## src/rtl/slc_pkg.sv

```systemverilog
// Shared types and constants for the scaled linear convolution block.
// Used by every module of the block; depends on nothing else.
`default_nettype none

package slc_pkg;

	// Sizes of the tap store and the history line, and the sample precision.
	localparam int MAX_TAPS    = 256;
	localparam int SAMPLE_BITS = 16;

	// Field widths of the streaming items and of the configuration registers.
	localparam int CMD_W       = 2;
	localparam int IDX_W       = 8;
	localparam int VAL_W       = 16;
	localparam int OUT_W       = 24;
	localparam int TAP_COUNT_W = 9;
	localparam int SCALE_W     = 16;
	localparam int CFG_IDX_W   = 1;
	localparam int CFG_DATA_W  = 16;

	// Internal datapath widths.
	localparam int PTR_W   = $clog2(MAX_TAPS);
	localparam int PROD_W  = 2 * VAL_W;
	localparam int ACC_W   = PROD_W + PTR_W;
	localparam int SCL_W   = ACC_W + SCALE_W;
	localparam int SHIFT   = 2 * SAMPLE_BITS;

	localparam logic [VAL_W-1:0]   VAL_MASK  = VAL_W'((64'd1 << SAMPLE_BITS) - 64'd1);
	localparam logic [SCL_W:0]     RND_HALF  = (SCL_W + 1)'(1) << (SHIFT - 1);
	localparam logic [OUT_W-1:0]   OUT_MAX   = '1;
	localparam logic [TAP_COUNT_W-1:0] TAP_COUNT_RST = TAP_COUNT_W'(1);
	localparam logic [SCALE_W-1:0] SCALE_RST = SCALE_W'(655);

	// Configuration register indexes.
	localparam logic [CFG_IDX_W-1:0] REG_TAP_COUNT = CFG_IDX_W'(0);
	localparam logic [CFG_IDX_W-1:0] REG_SCALE     = CFG_IDX_W'(1);

	// Input commands.
	typedef enum logic [CMD_W-1:0] {
		CMD_TAP   = 2'd0,
		CMD_PUSH  = 2'd1,
		CMD_CLEAR = 2'd2
	} cmd_t;

	// Controls from the sequencer to every lane.
	typedef struct packed {
		logic             tap_we;
		logic             hist_we;
		logic [PTR_W-1:0] wr_addr;
		logic             rd_en;
		logic             rd_first;
		logic             rd_vld;
		logic [PTR_W-1:0] rd_tap_addr;
		logic [PTR_W-1:0] rd_hist_addr;
		logic             fin;
	} ctl_t;

	// One channel's finished result.
	typedef struct packed {
		logic             valid;
		logic             sat;
		logic [OUT_W-1:0] value;
	} lane_res_t;

endpackage

`default_nettype wire

```

## src/rtl/slc_merge.sv

```systemverilog
// Merging stage: joins the three lane results into one output transaction
// and holds it in the output register. Depends on slc_pkg.
`default_nettype none

module slc_merge (
	input  wire                            clk,
	input  wire                            arst_n,
	input  slc_pkg::lane_res_t             res_r,
	input  slc_pkg::lane_res_t             res_g,
	input  slc_pkg::lane_res_t             res_b,
	input  wire                            m_tready,
	output logic                           m_tvalid,
	output logic [3*slc_pkg::OUT_W-1:0]    m_tdata,
	output logic                           m_tuser,
	output logic                           out_free
);

	logic m_tvalid_q;

	assign m_tvalid = m_tvalid_q;
	assign out_free = !(m_tvalid_q && !m_tready);

	always_ff @(posedge clk or negedge arst_n) begin
		if (!arst_n) begin
			m_tvalid_q <= 1'b0;
		end else if (res_r.valid) begin
			m_tvalid_q <= 1'b1;
		end else if (m_tready) begin
			m_tvalid_q <= 1'b0;
		end
	end

	always_ff @(posedge clk) begin
		if (res_r.valid) begin
			m_tdata <= {res_b.value, res_g.value, res_r.value};
			m_tuser <= res_r.sat | res_g.sat | res_b.sat;
		end
	end

`ifndef NO_ASSERTIONS
	a_lanes_aligned: assert property (@(posedge clk) disable iff (!arst_n)
		(res_r.valid == res_g.valid) && (res_g.valid == res_b.valid))
		else $error("lane results out of step");

	a_no_overwrite: assert property (@(posedge clk) disable iff (!arst_n)
		res_r.valid |-> out_free)
		else $error("result arrived while the output register was held");

	a_sat_clipped: assert property (@(posedge clk) disable iff (!arst_n)
		(m_tvalid_q && m_tuser) |->
		((m_tdata[0 +: slc_pkg::OUT_W] == slc_pkg::OUT_MAX) ||
		 (m_tdata[slc_pkg::OUT_W +: slc_pkg::OUT_W] == slc_pkg::OUT_MAX) ||
		 (m_tdata[2*slc_pkg::OUT_W +: slc_pkg::OUT_W] == slc_pkg::OUT_MAX)))
		else $error("saturation flagged without a clipped channel");
`endif

endmodule

`default_nettype wire

```

## config.mk

```make
export PLATFORM = sky130hd
export DESIGN_NAME = slc_merge
export DESIGN_NICKNAME = d
export VERILOG_FILES = /design/src/rtl/slc_pkg.sv /design/src/rtl/slc_merge.sv
export SDC_FILE = /design/constraint.sdc
export NUM_CORES = 1
export LEC_CHECK = 0
export ABC_AREA = 1
export BUFFER_PORTS_ARGS = -buffer_cell sky130_fd_sc_hd__buf_4
export CAP_MARGIN = 30
export CORE_MARGIN = 4
export CORE_UTILIZATION = 35
export DETAILED_ROUTE_END_ITERATION = 7
export PLACE_DENSITY = 0.78
export SLEW_MARGIN = 20
export SYNTH_ARGS = -nofsm -noshare
export SYNTH_HDL_FRONTEND = slang
export SYNTH_SLANG_ARGS = --single-unit
```

## constraint.sdc

```tcl
create_clock -name clk -period 0.8 [get_ports clk]
set_input_delay 0.16 -clock clk [delete_from_list [all_inputs] [get_ports clk]]
set_output_delay 0.16 -clock clk [all_outputs]
set_load 0.005 [all_outputs]
```

==> reports/results.ini <==
[sta]
setup_slack_ns = -0.278
grt_setup_unrepaired = true
hold_viol_final = 0
worstMarginPinSlew_ns = 0.185
drv_slew = 0
setup_viol = 75
fin_crit_sh = 1.35
max_slew_margin = 0.876
clock-skew-final_ns = 0
worst_hold_slack_ns = 0.0947
fmax_mhz = 927
fin_crit_ns = 1.08

[cells_and_area]
area_growth_pct = 106
regArea_um2 = 2220
antennaDiodeCount = 0
final_util = 0.764
multi_input_area_um2 = 20.0
nFillCells = 340
final_layout_size_suffix_gt1_frac = 0.526
nets = 403

[placed_design]
dp_hpwl_um = 4260
place_ws_ns = -0.0407
place_congestion = 0.706
port_buffers = 153

[clocking]
cts-root-buf = clkbuf_8
cts_tree = done
h-tree-depth = 3
cts_buffers = 9
clock_sinks = 74
cts_max_path_buffers = 2
clk_latency_ns = 0.33
cts.clk_slew.worst_paths_ns = 0.08

[logic_synthesis]
syn_inst = 81
synth_cell_types = 6
ys_warn_count = 0
syn_nets = 162
syn-cell-area_um2 = 2250
syn_avg_cell_area_um2 = 27.8
synth_seq_area_share = 0.986
synth-seq-cells = 74

[critical_path]
start_kind = flip-flop
cp_top_family = flip-flops
end_kind = output port
worstSetupPathType = reg2out
reg2regPathDepth = 3
crit_required_ns = 0.64
crit_fanout = 2
crit_slowest_cell = dfrtp_1
cp.depth = 2
crit_path_max_incr_delay_ns = 0.40
path_buf_inv = 1
crit_chain = nand2_2 -> buf_6
crit_arrival_ns = 0.92

[die]
start_util = 0.371
rows = 28
die_w_um = 88.2
fp.dieH_um = 88.2
ioPinCount = 156
die-area_um2 = 7770
core-area_um2 = 6060

[global_route]
grt_max_degree = 35
grt_use_total = 0.194
grt_pass1_vias = 2027
grt_overflow = 0
grt_pass1_wl_um = 10600
antenna_found_initial = 0

[drt]
vias_per_cell = 4.44
routed_wl_um = 7850
postRouteAntennaNets = 0
wl_per_cell_um = 19.5
drt_iter0_drc = 82
drc = 0
vias = 1786
first_pass_iters = 4

[min_path]
holdPathStages = 3
hp-class = in2reg

[run_status]
failed_checks = negative setup slack
outcome = finished with violations

[pwr]
power_uw = 9450
peakVddDrop_uv = 1410
power.leakage_uw = 0.00197
p_per_area_nw_per_um2 = 2040

[flow_run]
cap_violations = 0

through the flow:
| step | instance area, um^2 | std cells | setup TNS [ns] |
|---|---|---|---|
| after floorplan | 2250 | 81 | 0 |
| after global routing | 4630 | 402 | -19.68 |
| after global placement | 3540 | 312 | -1.25 |
| after CTS | 4540 | 402 | -17.06 |
| final | 4630 | 402 | -16.37 |
| after detailed placement | 3540 | 312 | -1.99 |
registers in the layout, indices dropped and copies added, names as in the netlist:
signal / count
m_tvalid: 1
m_tuser: 1
m_tdata: 72
worst min-delay path: stages:
cell and delay, ns:
buf_4 0.07, nor2_1 0.03, nand2_1 0.06
area by class of cell:
cell class | count | area share
inverters | 3 | 0.00243
clock buffers | 10 | 0.0275
repair buffers | 230 | 0.444
well taps | 75 | 0.0203
clock inverters | 6 | 0.0227
multi-input cells | 4 | 0.00432
flip-flops and latches | 74 | 0.479
cells in the mapped netlist:
master	n	area, um^2
edfxtp_1	73	2190
dfrtp_1	1	25.0
inv_1	3	11.3
nor2_1	1	3.75
nand2_1	1	3.75
nand2_2	2	12.5
timing repair:
action                                  4_1_cts  5_1_grt
endpoints found under the setup margin       75       75
pin swaps                                     1        0
hold endpoints to repair                     73        0
resized for setup                             8       25
hold buffers                                 73        0
setup buffers                                 1        0
cell usage in the layout, fill, tap and decap left out, types with 2 or more instances in the layout:
cell | Yosys | layout
dlygate4sd3_1 | 0 | 73
edfxtp_1 | 73 | 73
inv_1 | 3 | 3
clkbuf_8 | 0 | 9
buf_6 | 0 | 33
bufinv_16 | 0 | 3
buf_4 | 0 | 122
nand2_2 | 2 | 2
buf_12 | 0 | 2
clkinv_1 | 0 | 2
final timing paths:
kind                                      startpoint                    to  slack (ns)
worst max-delay path            m_tvalid$_DFFE_PN0P_              out_free       -0.28
worst min-delay path                       res_r[24]     m_tuser$_DFFE_PP_        0.09
worst max register to register  m_tvalid$_DFFE_PN0P_  m_tvalid$_DFFE_PN0P_        0.07
worst min register to register  m_tvalid$_DFFE_PN0P_  m_tvalid$_DFFE_PN0P_        0.65
max in group asynchronous                     arst_n  m_tvalid$_DFFE_PN0P_        0.56
min in group asynchronous                     arst_n  m_tvalid$_DFFE_PN0P_        0.15
where the power goes:
part           switching, uW  internal (uW)
clock                   1340           2050
sequential               134           4600
combinational            408            914
per-layer routing:
| layer | GRT usage | vias to the layer above | part of all wire |
|---|---|---|---|
| met3 | 0.101 | 20 | 0.12 |
| met4 | 0.106 | 0 | 0.025 |
| met2 | 0.330 | 120 | 0.54 |
| met1 | 0.190 | 843 | 0.32 |
| met5 | 0 | - | 0 |
| li1 | - | 803 | - |
kinds of logic (layout without fill, tap and decap cells):
| logic type | after synthesis | after routing | share of synthesized area |
|---|---|---|---|
| flops | 74 | 74 | 0.986 |
| buf+inv | 3 | 249 | 0.00501 |
| simple gates | 4 | 4 | 0.00890 |
Note: power is estimated with default switching activity, not from simulation.
