==> src/rtl/slc_pkg.sv <==
// Shared types and constants for the scaled linear convolution block.
// Used by every module of the block; depends on nothing else.
`default_nettype none

package slc_pkg;

	// Sizes of the tap store and the history line, and the sample precision.
	localparam int MAX_TAPS    = 256;
	localparam int SAMPLE_BITS = 16;

	// Field widths of the streaming items and of the configuration registers.
	localparam int CMD_W       = 2;
	localparam int IDX_W       = 8;
	localparam int VAL_W       = 16;
	localparam int OUT_W       = 24;
	localparam int TAP_COUNT_W = 9;
	localparam int SCALE_W     = 16;
	localparam int CFG_IDX_W   = 1;
	localparam int CFG_DATA_W  = 16;

	// Internal datapath widths.
	localparam int PTR_W   = $clog2(MAX_TAPS);
	localparam int PROD_W  = 2 * VAL_W;
	localparam int ACC_W   = PROD_W + PTR_W;
	localparam int SCL_W   = ACC_W + SCALE_W;
	localparam int SHIFT   = 2 * SAMPLE_BITS;

	localparam logic [VAL_W-1:0]   VAL_MASK  = VAL_W'((64'd1 << SAMPLE_BITS) - 64'd1);
	localparam logic [SCL_W:0]     RND_HALF  = (SCL_W + 1)'(1) << (SHIFT - 1);
	localparam logic [OUT_W-1:0]   OUT_MAX   = '1;
	localparam logic [TAP_COUNT_W-1:0] TAP_COUNT_RST = TAP_COUNT_W'(1);
	localparam logic [SCALE_W-1:0] SCALE_RST = SCALE_W'(655);

	// Configuration register indexes.
	localparam logic [CFG_IDX_W-1:0] REG_TAP_COUNT = CFG_IDX_W'(0);
	localparam logic [CFG_IDX_W-1:0] REG_SCALE     = CFG_IDX_W'(1);

	// Input commands.
	typedef enum logic [CMD_W-1:0] {
		CMD_TAP   = 2'd0,
		CMD_PUSH  = 2'd1,
		CMD_CLEAR = 2'd2
	} cmd_t;

	// Controls from the sequencer to every lane.
	typedef struct packed {
		logic             tap_we;
		logic             hist_we;
		logic [PTR_W-1:0] wr_addr;
		logic             rd_en;
		logic             rd_first;
		logic             rd_vld;
		logic [PTR_W-1:0] rd_tap_addr;
		logic [PTR_W-1:0] rd_hist_addr;
		logic             fin;
	} ctl_t;

	// One channel's finished result.
	typedef struct packed {
		logic             valid;
		logic             sat;
		logic [OUT_W-1:0] value;
	} lane_res_t;

endpackage

`default_nettype wire

==> src/rtl/slc_ctrl.sv <==
// Sequencer of the convolution block: input handshake, history pointer,
// history valid bits and the tap loop. Depends on slc_pkg.
`default_nettype none

module slc_ctrl (
	input  wire                             clk,
	input  wire                             arst_n,
	input  wire                             s_tvalid,
	output logic                            s_tready,
	input  wire  [slc_pkg::CMD_W-1:0]       cmd,
	input  wire  [slc_pkg::IDX_W-1:0]       tap_index,
	input  wire  [slc_pkg::TAP_COUNT_W-1:0] tap_count,
	input  wire                             out_free,
	output slc_pkg::ctl_t                   ctl
);

	typedef enum logic [1:0] {ST_IDLE, ST_RUN, ST_DRAIN, ST_FIN} state_t;

	state_t                     state_q;
	logic [slc_pkg::PTR_W-1:0]  newest_q;
	logic [slc_pkg::PTR_W-1:0]  slot_q;
	logic [slc_pkg::PTR_W-1:0]  cnt_q;
	logic [slc_pkg::PTR_W-1:0]  last_q;
	logic                       dcnt_q;
	logic [slc_pkg::MAX_TAPS-1:0] hvalid_q;

	logic                       accept;
	logic                       tap_in_range;
	logic [slc_pkg::PTR_W-1:0]  ptr_next;
	logic [slc_pkg::PTR_W-1:0]  last_tap;
	logic [slc_pkg::PTR_W-1:0]  slot_prev;

	assign s_tready     = (state_q == ST_IDLE);
	assign accept       = s_tvalid && s_tready;
	assign tap_in_range = int'(tap_index) < slc_pkg::MAX_TAPS;
	assign ptr_next     = (newest_q == slc_pkg::PTR_W'(slc_pkg::MAX_TAPS - 1)) ?
	                      '0 : newest_q + 1'b1;
	assign slot_prev    = (slot_q == '0) ?
	                      slc_pkg::PTR_W'(slc_pkg::MAX_TAPS - 1) : slot_q - 1'b1;

	// A tap count of zero behaves as one, anything above the store as the full store.
	always_comb begin
		if (tap_count == '0) begin
			last_tap = '0;
		end else if (int'(tap_count) > slc_pkg::MAX_TAPS) begin
			last_tap = slc_pkg::PTR_W'(slc_pkg::MAX_TAPS - 1);
		end else begin
			last_tap = slc_pkg::PTR_W'(tap_count - 1'b1);
		end
	end

	always_comb begin
		ctl              = '0;
		ctl.rd_en        = (state_q == ST_RUN);
		ctl.rd_first     = (cnt_q == '0);
		ctl.rd_vld       = hvalid_q[slot_q];
		ctl.rd_tap_addr  = cnt_q;
		ctl.rd_hist_addr = slot_q;
		ctl.fin          = (state_q == ST_FIN) && out_free;
		ctl.wr_addr      = ptr_next;
		if (accept) begin
			case (slc_pkg::cmd_t'(cmd))
				slc_pkg::CMD_TAP: begin
					ctl.tap_we  = tap_in_range;
					ctl.wr_addr = slc_pkg::PTR_W'(tap_index);
				end
				slc_pkg::CMD_PUSH: begin
					ctl.hist_we = 1'b1;
				end
				default: begin
				end
			endcase
		end
	end

	always_ff @(posedge clk or negedge arst_n) begin
		if (!arst_n) begin
			state_q  <= ST_IDLE;
			newest_q <= '0;
			slot_q   <= '0;
			cnt_q    <= '0;
			last_q   <= '0;
			dcnt_q   <= 1'b0;
			hvalid_q <= '0;
		end else begin
			case (state_q)
				ST_IDLE: begin
					if (accept) begin
						case (slc_pkg::cmd_t'(cmd))
							slc_pkg::CMD_PUSH: begin
								newest_q           <= ptr_next;
								slot_q             <= ptr_next;
								hvalid_q[ptr_next] <= 1'b1;
								cnt_q              <= '0;
								last_q             <= last_tap;
								state_q            <= ST_RUN;
							end
							slc_pkg::CMD_CLEAR: begin
								hvalid_q <= '0;
							end
							default: begin
							end
						endcase
					end
				end
				ST_RUN: begin
					cnt_q  <= cnt_q + 1'b1;
					slot_q <= slot_prev;
					if (cnt_q == last_q) begin
						dcnt_q  <= 1'b0;
						state_q <= ST_DRAIN;
					end
				end
				ST_DRAIN: begin
					// Wait for the read and product stages to empty.
					dcnt_q <= 1'b1;
					if (dcnt_q) begin
						state_q <= ST_FIN;
					end
				end
				ST_FIN: begin
					if (out_free) begin
						state_q <= ST_IDLE;
					end
				end
				default: begin
					state_q <= ST_IDLE;
				end
			endcase
		end
	end

`ifndef NO_ASSERTIONS
	a_cnt_bound: assert property (@(posedge clk) disable iff (!arst_n)
		(state_q == ST_RUN) |-> (cnt_q <= last_q))
		else $error("tap loop ran past the last tap in use");

	a_clear_all: assert property (@(posedge clk) disable iff (!arst_n)
		(accept && (cmd == slc_pkg::CMD_CLEAR)) |=> (hvalid_q == '0))
		else $error("history clear left a valid entry");

	a_push_valid: assert property (@(posedge clk) disable iff (!arst_n)
		(accept && (cmd == slc_pkg::CMD_PUSH)) |=>
		(hvalid_q[newest_q] && (slot_q == newest_q) && (state_q == ST_RUN)))
		else $error("pushed sample not marked valid or loop not started at it");
`endif

endmodule

`default_nettype wire

==> config.mk <==
export PLATFORM = sky130hd
export DESIGN_NAME = slc_ctrl
export DESIGN_NICKNAME = d
export VERILOG_FILES = /design/src/rtl/slc_pkg.sv /design/src/rtl/slc_ctrl.sv
export SDC_FILE = /design/constraint.sdc
export NUM_CORES = 1
export LEC_CHECK = 0
export BUFFER_PORTS_ARGS = -buffer_cell sky130_fd_sc_hd__buf_4
export CAP_MARGIN = 10
export CORE_MARGIN = 8
export CORE_UTILIZATION = 50
export DETAILED_ROUTE_END_ITERATION = 10
export GPL_TIMING_DRIVEN = 0
export PLACE_DENSITY = 0.76
export SKIP_LAST_GASP = 1
export SYNTH_ARGS = -nofsm -noshare
export SYNTH_HDL_FRONTEND = slang
export SYNTH_SLANG_ARGS = --single-unit
==> constraint.sdc <==
create_clock -name clk -period 6.5 [get_ports clk]
set_input_delay 0.975 -clock clk [delete_from_list [all_inputs] [get_ports clk]]
set_output_delay 0.975 -clock clk [all_outputs]
set_load 0.01 [all_outputs]
==> results_dict.tcl, run 1 <==
set metrics [dict create \
    cp-start-kind "register" \
    antenna_found_initial 0 \
    multi_input_area_mm2 0.00615 \
    reg2reg_depth 9 \
    globalRouteTotalUtil_pct 25.1 \
    ios 54 \
    p_leak_nw 7.60 \
    pre_cts_ws_ns 2.19 \
    final_common_cell "nor2_1" \
    via_count 11500 \
    drt_wl_total_um 41900 \
    fin_cells 1825 \
    max_cap_viol_count 0 \
    cp-end-kind "primary output" \
    crit_cells 9 \
    drt-met1-wl_um 16200 \
    final_util_pct 57.7 \
    grt_max_degree 114 \
    final_cell_mix "297 x nor2_1, 291 x dfrtp_1, 284 x a21oi_1" \
    place_inst 1766 \
    die-area_mm2 0.0335 \
    syn_area_per_cell_um2 10.5 \
    cpLargestDelayFamily "buffers and inverters" \
    start_util_pct 50.5 \
    drc 0 \
    grt_overflow 0 \
    syn_to_final_growth_pct 14.2 \
    final_net_count 1465 \
    grt_pass1_vias 11400 \
    synth_nets 1373 \
    portBuffers 53 \
    hold_class "in -> async" \
    final_max_slew_viol_count 0 \
    syn_area_mm2 0.0140 \
    final_hold_viol_count 0 \
    synth.area.top_cells "dfrtp_1 52%, a21oi_1 10%, mux4_2 10%, nor2_1 8.0%, nor4_4 2.4%" \
    drive_gt1_share_pct 17.0 \
    synth_top_cell_by_area "dfrtp_1" \
    critPathSlowestCell "buf_1" \
    synth_top_area_share_pct 52.2 \
    clk_pin_slew_ns 0.06 \
    crit_type "reg -> out" \
    yosysSeqAreaShare_pct 52.2 \
    cp_slowest_stage_delay_ns 0.81 \
    diodes 0 \
    wl_met2_um 18800 \
    slew_headroom_pct 7.54 \
    status "completed" \
    rsz0062_at_grt "no" \
    fmaxAchievable_mhz 195 \
    ys_types 61 \
    p_per_area_mw_per_mm2 338 \
    hpwl_um 27500 \
    cts_tree "yes" \
    worstPathMaxFanout 10 \
    tightest_slew_ns 1.38 \
    seq_area_mm2 0.00728 \
    htreeDepth 1 \
    synth_seq_cells 291 \
    synth_top_flop_cell "dfrtp_1" \
    routedWlPerCell_um 23.0 \
    critPathArrivalTime_ns 4.16 \
    async_reset_ff_share_pct 100 \
    clock_latency_ns 0.58 \
    cts_resized 0 \
    skew_ns 0.0244 \
    fin_ws_ns 1.36 \
    grt_pass1_wl_um 65600 \
    min_period_over_period_pct 79.1 \
    top_layer_used "met4" \
    die_h_um 183 \
    cp.required_ns 5.52 \
    first_iter_violations 1655 \
    rrSetupSlack_ns 2.88 \
    route.met3.wl_um 4780 \
    yosysWarnings 0 \
    fp-row-count 61 \
    critical_path_buf_inv_count 4 \
    n_fill_cell 2321 \
    firstDrtPassIters 7 \
    postCtsHoldBufs 0 \
    core_area_mm2 0.0276 \
    vias_per_cell 6.30 \
    setup_viol 0 \
    cts.sinks 291 \
    worstPathCellList "clkbuf_1 -> buf_1 -> clkbuf_1 -> nand2_1 -> nor3_1 -> a21oi_1 -> a221oi_1 -> or2_2 -> buf_4" \
    max-vdd-ir-drop_mv 0.239 \
    setup_tns_ns 0 \
    die_w_um 183 \
    cts-root-buf "clkbuf_16" \
    synth_edf_count 0 \
    cts_setup_buffers 0 \
    ant_nets 0 \
    cts_made_buffers 31 \
    period_minus_slack_ns 5.14 \
    cts_buffer_depth 3 \
    globalplace.congestion 0.924 \
    crit_path_frequent_cell "clkbuf_1" \
    netlist_instances 1332 \
]
-- through the flow --
| step | hold WS (ns) | power [mW] | instance area [µm²] |
|---|---|---|---|
| 2_1_floorplan | 0.455 | 2.96 | 14000 |
| 4_1_cts | 0.451 | 5.35 | 15900 |
| 6_report | 0.417 | 5.38 | 15900 |
| 3_3_place_gp | 0.469 | 3.55 | 14800 |
| 3_5_place_dp | 0.480 | 3.58 | 14900 |
| 5_1_grt | 0.483 | 5.57 | 15900 |
-- metal layers --
layer	vias to the layer above	track usage, %
li1	4856	-
met1	5752	32.8
met2	710	39.1
met3	172	6.03
met4	0	11.6
met5	-	0
-- report_power, final --
group	switching, mW	total, mW	leakage (nW)	internal (mW)
Clock	0.738	1.78	0.503	1.04
Sequential	0.119	2.03	4.00	1.92
Combinational	1.03	1.57	3.10	0.542
Total	1.89	5.38	7.60	3.50
-- kinds of logic after synthesis --
group | after synthesis | share of synthesized area, %
multiplexers | 75 | 11.2
buffers and inverters | 120 | 3.80
AND/OR/NAND/NOR | 445 | 15.3
AO/OA/AOI/OAI | 353 | 13.7
flip-flops | 291 | 52.2
adder cells (fa/ha/maj) | 18 | 1.61
XOR/XNOR | 30 | 2.26
-- flip-flops by register name, summed over array words and instances (netlist names) --
signal and cells:
cnt_q 8, state_q 2, newest_q 8, last_q 8, dcnt_q 1, slot_q 8, hvalid_q 256
-- final timing paths --
check | endpoint | startpoint
setup / recovery | ctl[17] | slot_q[2]
hold / removal | hvalid_q[228] | arst_n
setup reg to reg | hvalid_q[29] | newest_q[1]
hold reg to reg | hvalid_q[119] | hvalid_q[119]
max in group asynchronous | hvalid_q[60] | arst_n
min in group clk | hvalid_q[119] | hvalid_q[119]
-- cell type report --
type	instances	area share, %
flip-flops and latches	291	45.7
clock inverters	11	0.714
clock buffers	45	5.70
multi-input cells	921	38.6
repair buffers	59	3.06
well taps	378	2.97
plain buffers	97	2.79
inverters	23	0.541
-- cell usage after synthesis (all sizes together) (7+ instances only) --
cell    count
nor2      298
dfrtp     291
a21oi     284
mux4       63
clkbuf     56
nand2      54
buf        41
nand3      23
inv        22
nor4       22
o21ai      20
ha         18
nor3       17
xor2       16
xnor2      14
o22ai      11
mux2i       9
a22oi       7
nand2b      7
No activity file was read; power rests on OpenSTA's default activity.
==> inputs of run 2 (changes only) <==
- PLACE_DENSITY: 0.76 -> 0.78
- clock period: 6.5 -> 4.3 ns (I/O delays scaled with it)
==> results_dict.tcl, run 2 (synthesis gave the netlist of run 1 again) <==
set metrics [dict create \
    ant_nets 0 \
    rsz0062_at_grt "no" \
    largest_register_ffs 256 \
    pre_cts_ws_ns 0.339 \
    critPathSlowestCell "nor2_1" \
    switching_power_mw 2.80 \
    diodes 0 \
    htreeDepth 1 \
    fmaxAchievable_mhz 238 \
    final_common_cell "nor2_1" \
    hpwl_um 27400 \
    status "completed" \
    grt_pass1_wl_um 65300 \
    worstPathCellList "buf_2 -> nor2_1 -> a22oi_1 -> a31oi_1 -> o21ai_0 -> a221oi_1 -> or2_2 -> buf_4" \
    globalRouteTotalUtil_pct 25.1 \
    drt_wl_total_um 42100 \
    final_max_slew_viol_count 0 \
    cts_made_buffers 30 \
    p_per_area_mw_per_mm2 505 \
    cp-end-kind "primary output" \
    cp.required_ns 3.65 \
    tightest_slew_ns 1.07 \
    cts_tree "yes" \
    die_h_um 183 \
    min_period_over_period_pct 97.7 \
    p_sw_share_pct 34.6 \
    cts_setup_buffers 0 \
    final_util_pct 58.0 \
    cts-root-buf "clkbuf_16" \
    clkPwrFrac_pct 32.6 \
    clk_pin_slew_ns 0.06 \
    firstDrtPassIters 7 \
    vias_per_cell 6.26 \
    core_area_mm2 0.0276 \
    max_cap_viol_count 0 \
    grt_pass1_vias 11300 \
    rrSetupSlack_ns 0.65 \
    cp_slowest_stage_delay_ns 0.85 \
    globalplace.congestion 0.948 \
    crit_type "reg -> out" \
    grt_max_degree 130 \
    max-vdd-ir-drop_mv 0.311 \
    routedWlPerCell_um 23.0 \
    fp-row-count 61 \
    drc 0 \
    worstPathMaxFanout 10 \
    syn_to_final_growth_pct 14.8 \
    intPower_mw 5.30 \
    period_minus_slack_ns 4.20 \
    skew_ns 0.0187 \
    slew_headroom_pct 28.4 \
    first_iter_violations 1564 \
    portBuffers 53 \
    fin_ws_ns 0.0973 \
    grt_overflow 0 \
    p_leak_nw 7.65 \
    setup_viol 0 \
    hold_class "in -> reg" \
    setup_tns_ns 0 \
    final_net_count 1469 \
    top_register "hvalid_q" \
    cp-start-kind "register" \
    clock_latency_ns 0.57 \
    final_hold_viol_count 0 \
    start_util_pct 50.5 \
    final_cell_mix "297 x nor2_1, 291 x dfrtp_1, 284 x a21oi_1" \
    drive_gt1_share_pct 17.4 \
    via_count 11500 \
    critPathArrivalTime_ns 3.56 \
    seq_power_share_pct 38.3 \
    cts_buffer_depth 3 \
    ios 54 \
    cts.sinks 291 \
    die-area_mm2 0.0335 \
    antenna_found_initial 0 \
    die_w_um 183 \
    p_comb_share_pct 29.0 \
]
## run 2: changes by cell type in the layout (fill, tap and decap cells not counted), sizes merged
cell	before	now
clkbuf	103	110
clkdlybuf4s15	0	1
clkinv	7	5
clkinvlp	2	0
dlygate4sd3	0	1
inv	23	22
## run 2: critical path, delay by kind of cell (launching register included)
kind	cells	cell delay [ns]
AOI/OAI and AO/OA	4	0.97
DFF	1	0.56
buffers and inverters	2	0.43
and+or+nand+nor	2	1.03
## run 2: through the flow
stage               power (mW)  hold WS (ns)  instance area [µm²]  cells
floorplan                 4.47         0.349                14000   1332
global placement          5.35         0.469                14800   1763
detailed placement        5.39         0.477                14900   1771
CTS                       8.00         0.452                16000   1827
global route              8.38         0.467                16000   1829
finish                    8.10         0.454                16000   1829
## run 2: cell type report
cell class	instances	area, µm²
Buffer	95	474
Clock buffer	49	912
Clock inverter	6	91.3
Fill cell	2269	11600
Inverter	23	86.3
Multi-Input combinational cell	921	6160
Sequential cell	291	7280
Tap cell	378	473
Timing Repair Buffer	66	558
## run 2: per-layer routing
metal / GRT usage (%) / vias to the layer above / wire (µm)
met5: 0 / - / 0
met4: 12.4 / 0 / 2460
met3: 8.49 / 189 / 5530
met2: 38.3 / 799 / 18500
met1: 31.8 / 5608 / 15700
li1: - / 4860 / -
## run 2: power by group through the flow
stage	Sequential (mW)	Combinational, mW	Clock, mW
2_1_floorplan	3.08	1.39	0
3_3_place_gp	3.12	2.23	0
3_5_place_dp	3.12	2.27	0
4_1_cts	3.07	2.30	2.63
5_1_grt	3.12	2.51	2.76
6_report	3.11	2.35	2.64
## run 2: repair_timing
item,in CTS,in global routing
hold buffers,1,0
endpoints found under the hold margin,39,0
resized for setup,5,16
setup endpoints to repair,1,1
## run 2: worst paths after layout
kind / startpoint / end / depth (start not counted)
max: slot_q[2] / ctl[17] / 8
min: tap_count[8] / last_q[4] / 3
max reg2reg: newest_q[1] / hvalid_q[84] / 8
min reg2reg: hvalid_q[67] / hvalid_q[67] / 2
max in group asynchronous: arst_n / hvalid_q[38] / 3
min in group asynchronous: arst_n / last_q[4] / 2
==> inputs of run 3 (changes only) <==
==> constraint.sdc (replaced) <==
create_clock -name clk -period 4.3 [get_ports clk]
set_input_delay 0.215 -clock clk [delete_from_list [all_inputs] [get_ports clk]]
set_output_delay 0.215 -clock clk [all_outputs]
set_load 0.01 [all_outputs]
==> results_dict.tcl, run 3 (synthesis gave the netlist of run 1 again) <==
set metrics [dict create \
    status "completed" \
    portBuffers 53 \
    via_count 11400 \
    drt-met1-wl_um 15800 \
    skew_ns 0.0165 \
    reg2reg_depth 8 \
    globalplace.congestion 0.948 \
    p_per_area_mw_per_mm2 504 \
    final_net_count 1471 \
    firstDrtPassIters 6 \
    min_period_over_period_pct 96.6 \
    fmaxAchievable_mhz 241 \
    grt_max_degree 130 \
    cts-root-buf "clkbuf_16" \
    cts_tree "yes" \
    p_comb_share_pct 29.0 \
    final_common_cell "nor2_1" \
    grt_pass1_wl_um 65200 \
    drt_wl_total_um 42000 \
    syn_to_final_growth_pct 14.6 \
    ios 54 \
    fin_ws_ns 0.148 \
    hold_depth 3 \
    final_hold_viol_count 0 \
    hold_class "in -> reg" \
    intPower_mw 5.27 \
    core_area_mm2 0.0276 \
    hold_path_startpoint "tap_count[8]" \
    antenna_found_initial 0 \
    final_util_pct 57.9 \
    clk_pin_slew_ns 0.06 \
    pre_cts_ws_ns 0.769 \
    routedWlPerCell_um 22.9 \
    cp-start-kind "register" \
    reg2reg_from "newest_q[1]" \
    diodes 0 \
    die_h_um 183 \
    die-area_mm2 0.0335 \
    worstPathMaxFanout 10 \
    setup_tns_ns 0 \
    cp.required_ns 4.09 \
    power_mw 8.06 \
    final_cell_mix "297 x nor2_1, 291 x dfrtp_1, 284 x a21oi_1" \
    p_leak_nw 7.64 \
    wl_met2_um 18400 \
    r2r_end "hvalid_q[23]" \
    cp-end-kind "primary output" \
    first_iter_violations 1612 \
    setup_viol 0 \
    period_minus_slack_ns 4.15 \
    max-vdd-ir-drop_mv 0.283 \
    top_layer_used "met4" \
    top_register "hvalid_q" \
    largest_register_ffs 256 \
    route.met3.wl_um 5280 \
    vias_per_cell 6.25 \
    fin_cells 1831 \
    rrSetupSlack_ns 0.65 \
    crit_type "reg -> out" \
    grt_pass1_vias 11300 \
    critPathArrivalTime_ns 3.94 \
    hpwl_um 27400 \
    start_util_pct 50.5 \
    min_to "last_q[4]" \
    seq_power_share_pct 38.2 \
    cts_made_buffers 30 \
    rsz0062_at_grt "no" \
    drive_gt1_share_pct 17.1 \
    switching_power_mw 2.78 \
    tightest_slew_ns 1.06 \
    p_sw_share_pct 34.6 \
    slew_headroom_pct 29.3 \
    place_inst 1771 \
    globalRouteTotalUtil_pct 25.0 \
    die_w_um 183 \
    fp-row-count 61 \
    final_max_slew_viol_count 0 \
    cts.sinks 291 \
    clkPwrFrac_pct 32.8 \
    drc 0 \
    clock_latency_ns 0.57 \
    grt_overflow 0 \
    cts_buffer_depth 3 \
    htreeDepth 1 \
    ant_nets 0 \
    max_cap_viol_count 0 \
]
==> run 3: changes by cell type in the layout (fill, tap and decap cells not counted), sizes merged <==
cell,change
buf,+5
clkbuf,-2
clkdlybuf4s15,-1
==> run 3: through the flow <==
stage               instance area [µm²]  hold slack [ns]
floorplan                         14000          -0.0806
global placement                  14800            0.469
detailed placement                14900            0.128
CTS                               16000           0.0220
global route                      16000           0.0370
finish                            16000           0.0240
==> run 3: worst max-delay path, stage by stage, from the launching register on <==
cell      delay (ns)
dfrtp_1         0.37
buf_2           0.36
buf_2           0.39
buf_2           0.48
mux4_2          0.38
mux2i_1         0.39
o21ai_0         0.18
nor3_1          0.22
a221oi_1        0.12
or2_2           0.33
buf_4           0.16
==> run 3: what timing repair did <==
action | 4_1_cts | 5_1_grt
hold buffers | 1 | 0
setup endpoints to repair | 0 | 1
gates resized for setup | 0 | 2
buffers inserted | 0 | 0
hold endpoints to repair | 39 | 0
==> run 3: metal layers <==
metal / global-route usage [%] / vias up
met1: 31.9 / 5593
met4: 13.1 / 0
met3: 7.76 / 194
met2: 38.2 / 785
li1: - / 4870
met5: 0 / -
==> run 3: cell type report <==
cell class / count / area [µm²]
multi-input cells: 921 / 6150
clock inverters: 6 / 91.3
flip-flops and latches: 291 / 7280
repair buffers: 66 / 558
clock buffers: 49 / 912
inverters: 23 / 86.3
fillers: 2281 / 11600
well taps: 378 / 473
plain buffers: 97 / 445
==> run 3: worst max path at each step <==
| stage | startpoint | endpoint | slack [ns] | cells after the start |
|---|---|---|---|---|
| finish | slot_q[1] | ctl[17] | 0.15 | 10 |
| CTS | slot_q[2] | ctl[17] | 0.12 | 9 |
| floorplan | slot_q[0] | ctl[17] | 1.76 | 8 |
| global placement | arst_n | hvalid_q[89] | 0.56 | 1 |
| global route | slot_q[1] | ctl[17] | 0.15 | 10 |
| detailed placement | slot_q[2] | ctl[17] | 0.77 | 9 |
==> run 3: power by group through the flow <==
stage | registers, mW | clock network, mW | logic [mW]
floorplan | 3.08 | 0 | 1.39
global placement | 3.12 | 0 | 2.23
detailed placement | 3.12 | 0 | 2.27
CTS | 3.07 | 2.63 | 2.29
global route | 3.10 | 2.75 | 2.50
finish | 3.08 | 2.64 | 2.34
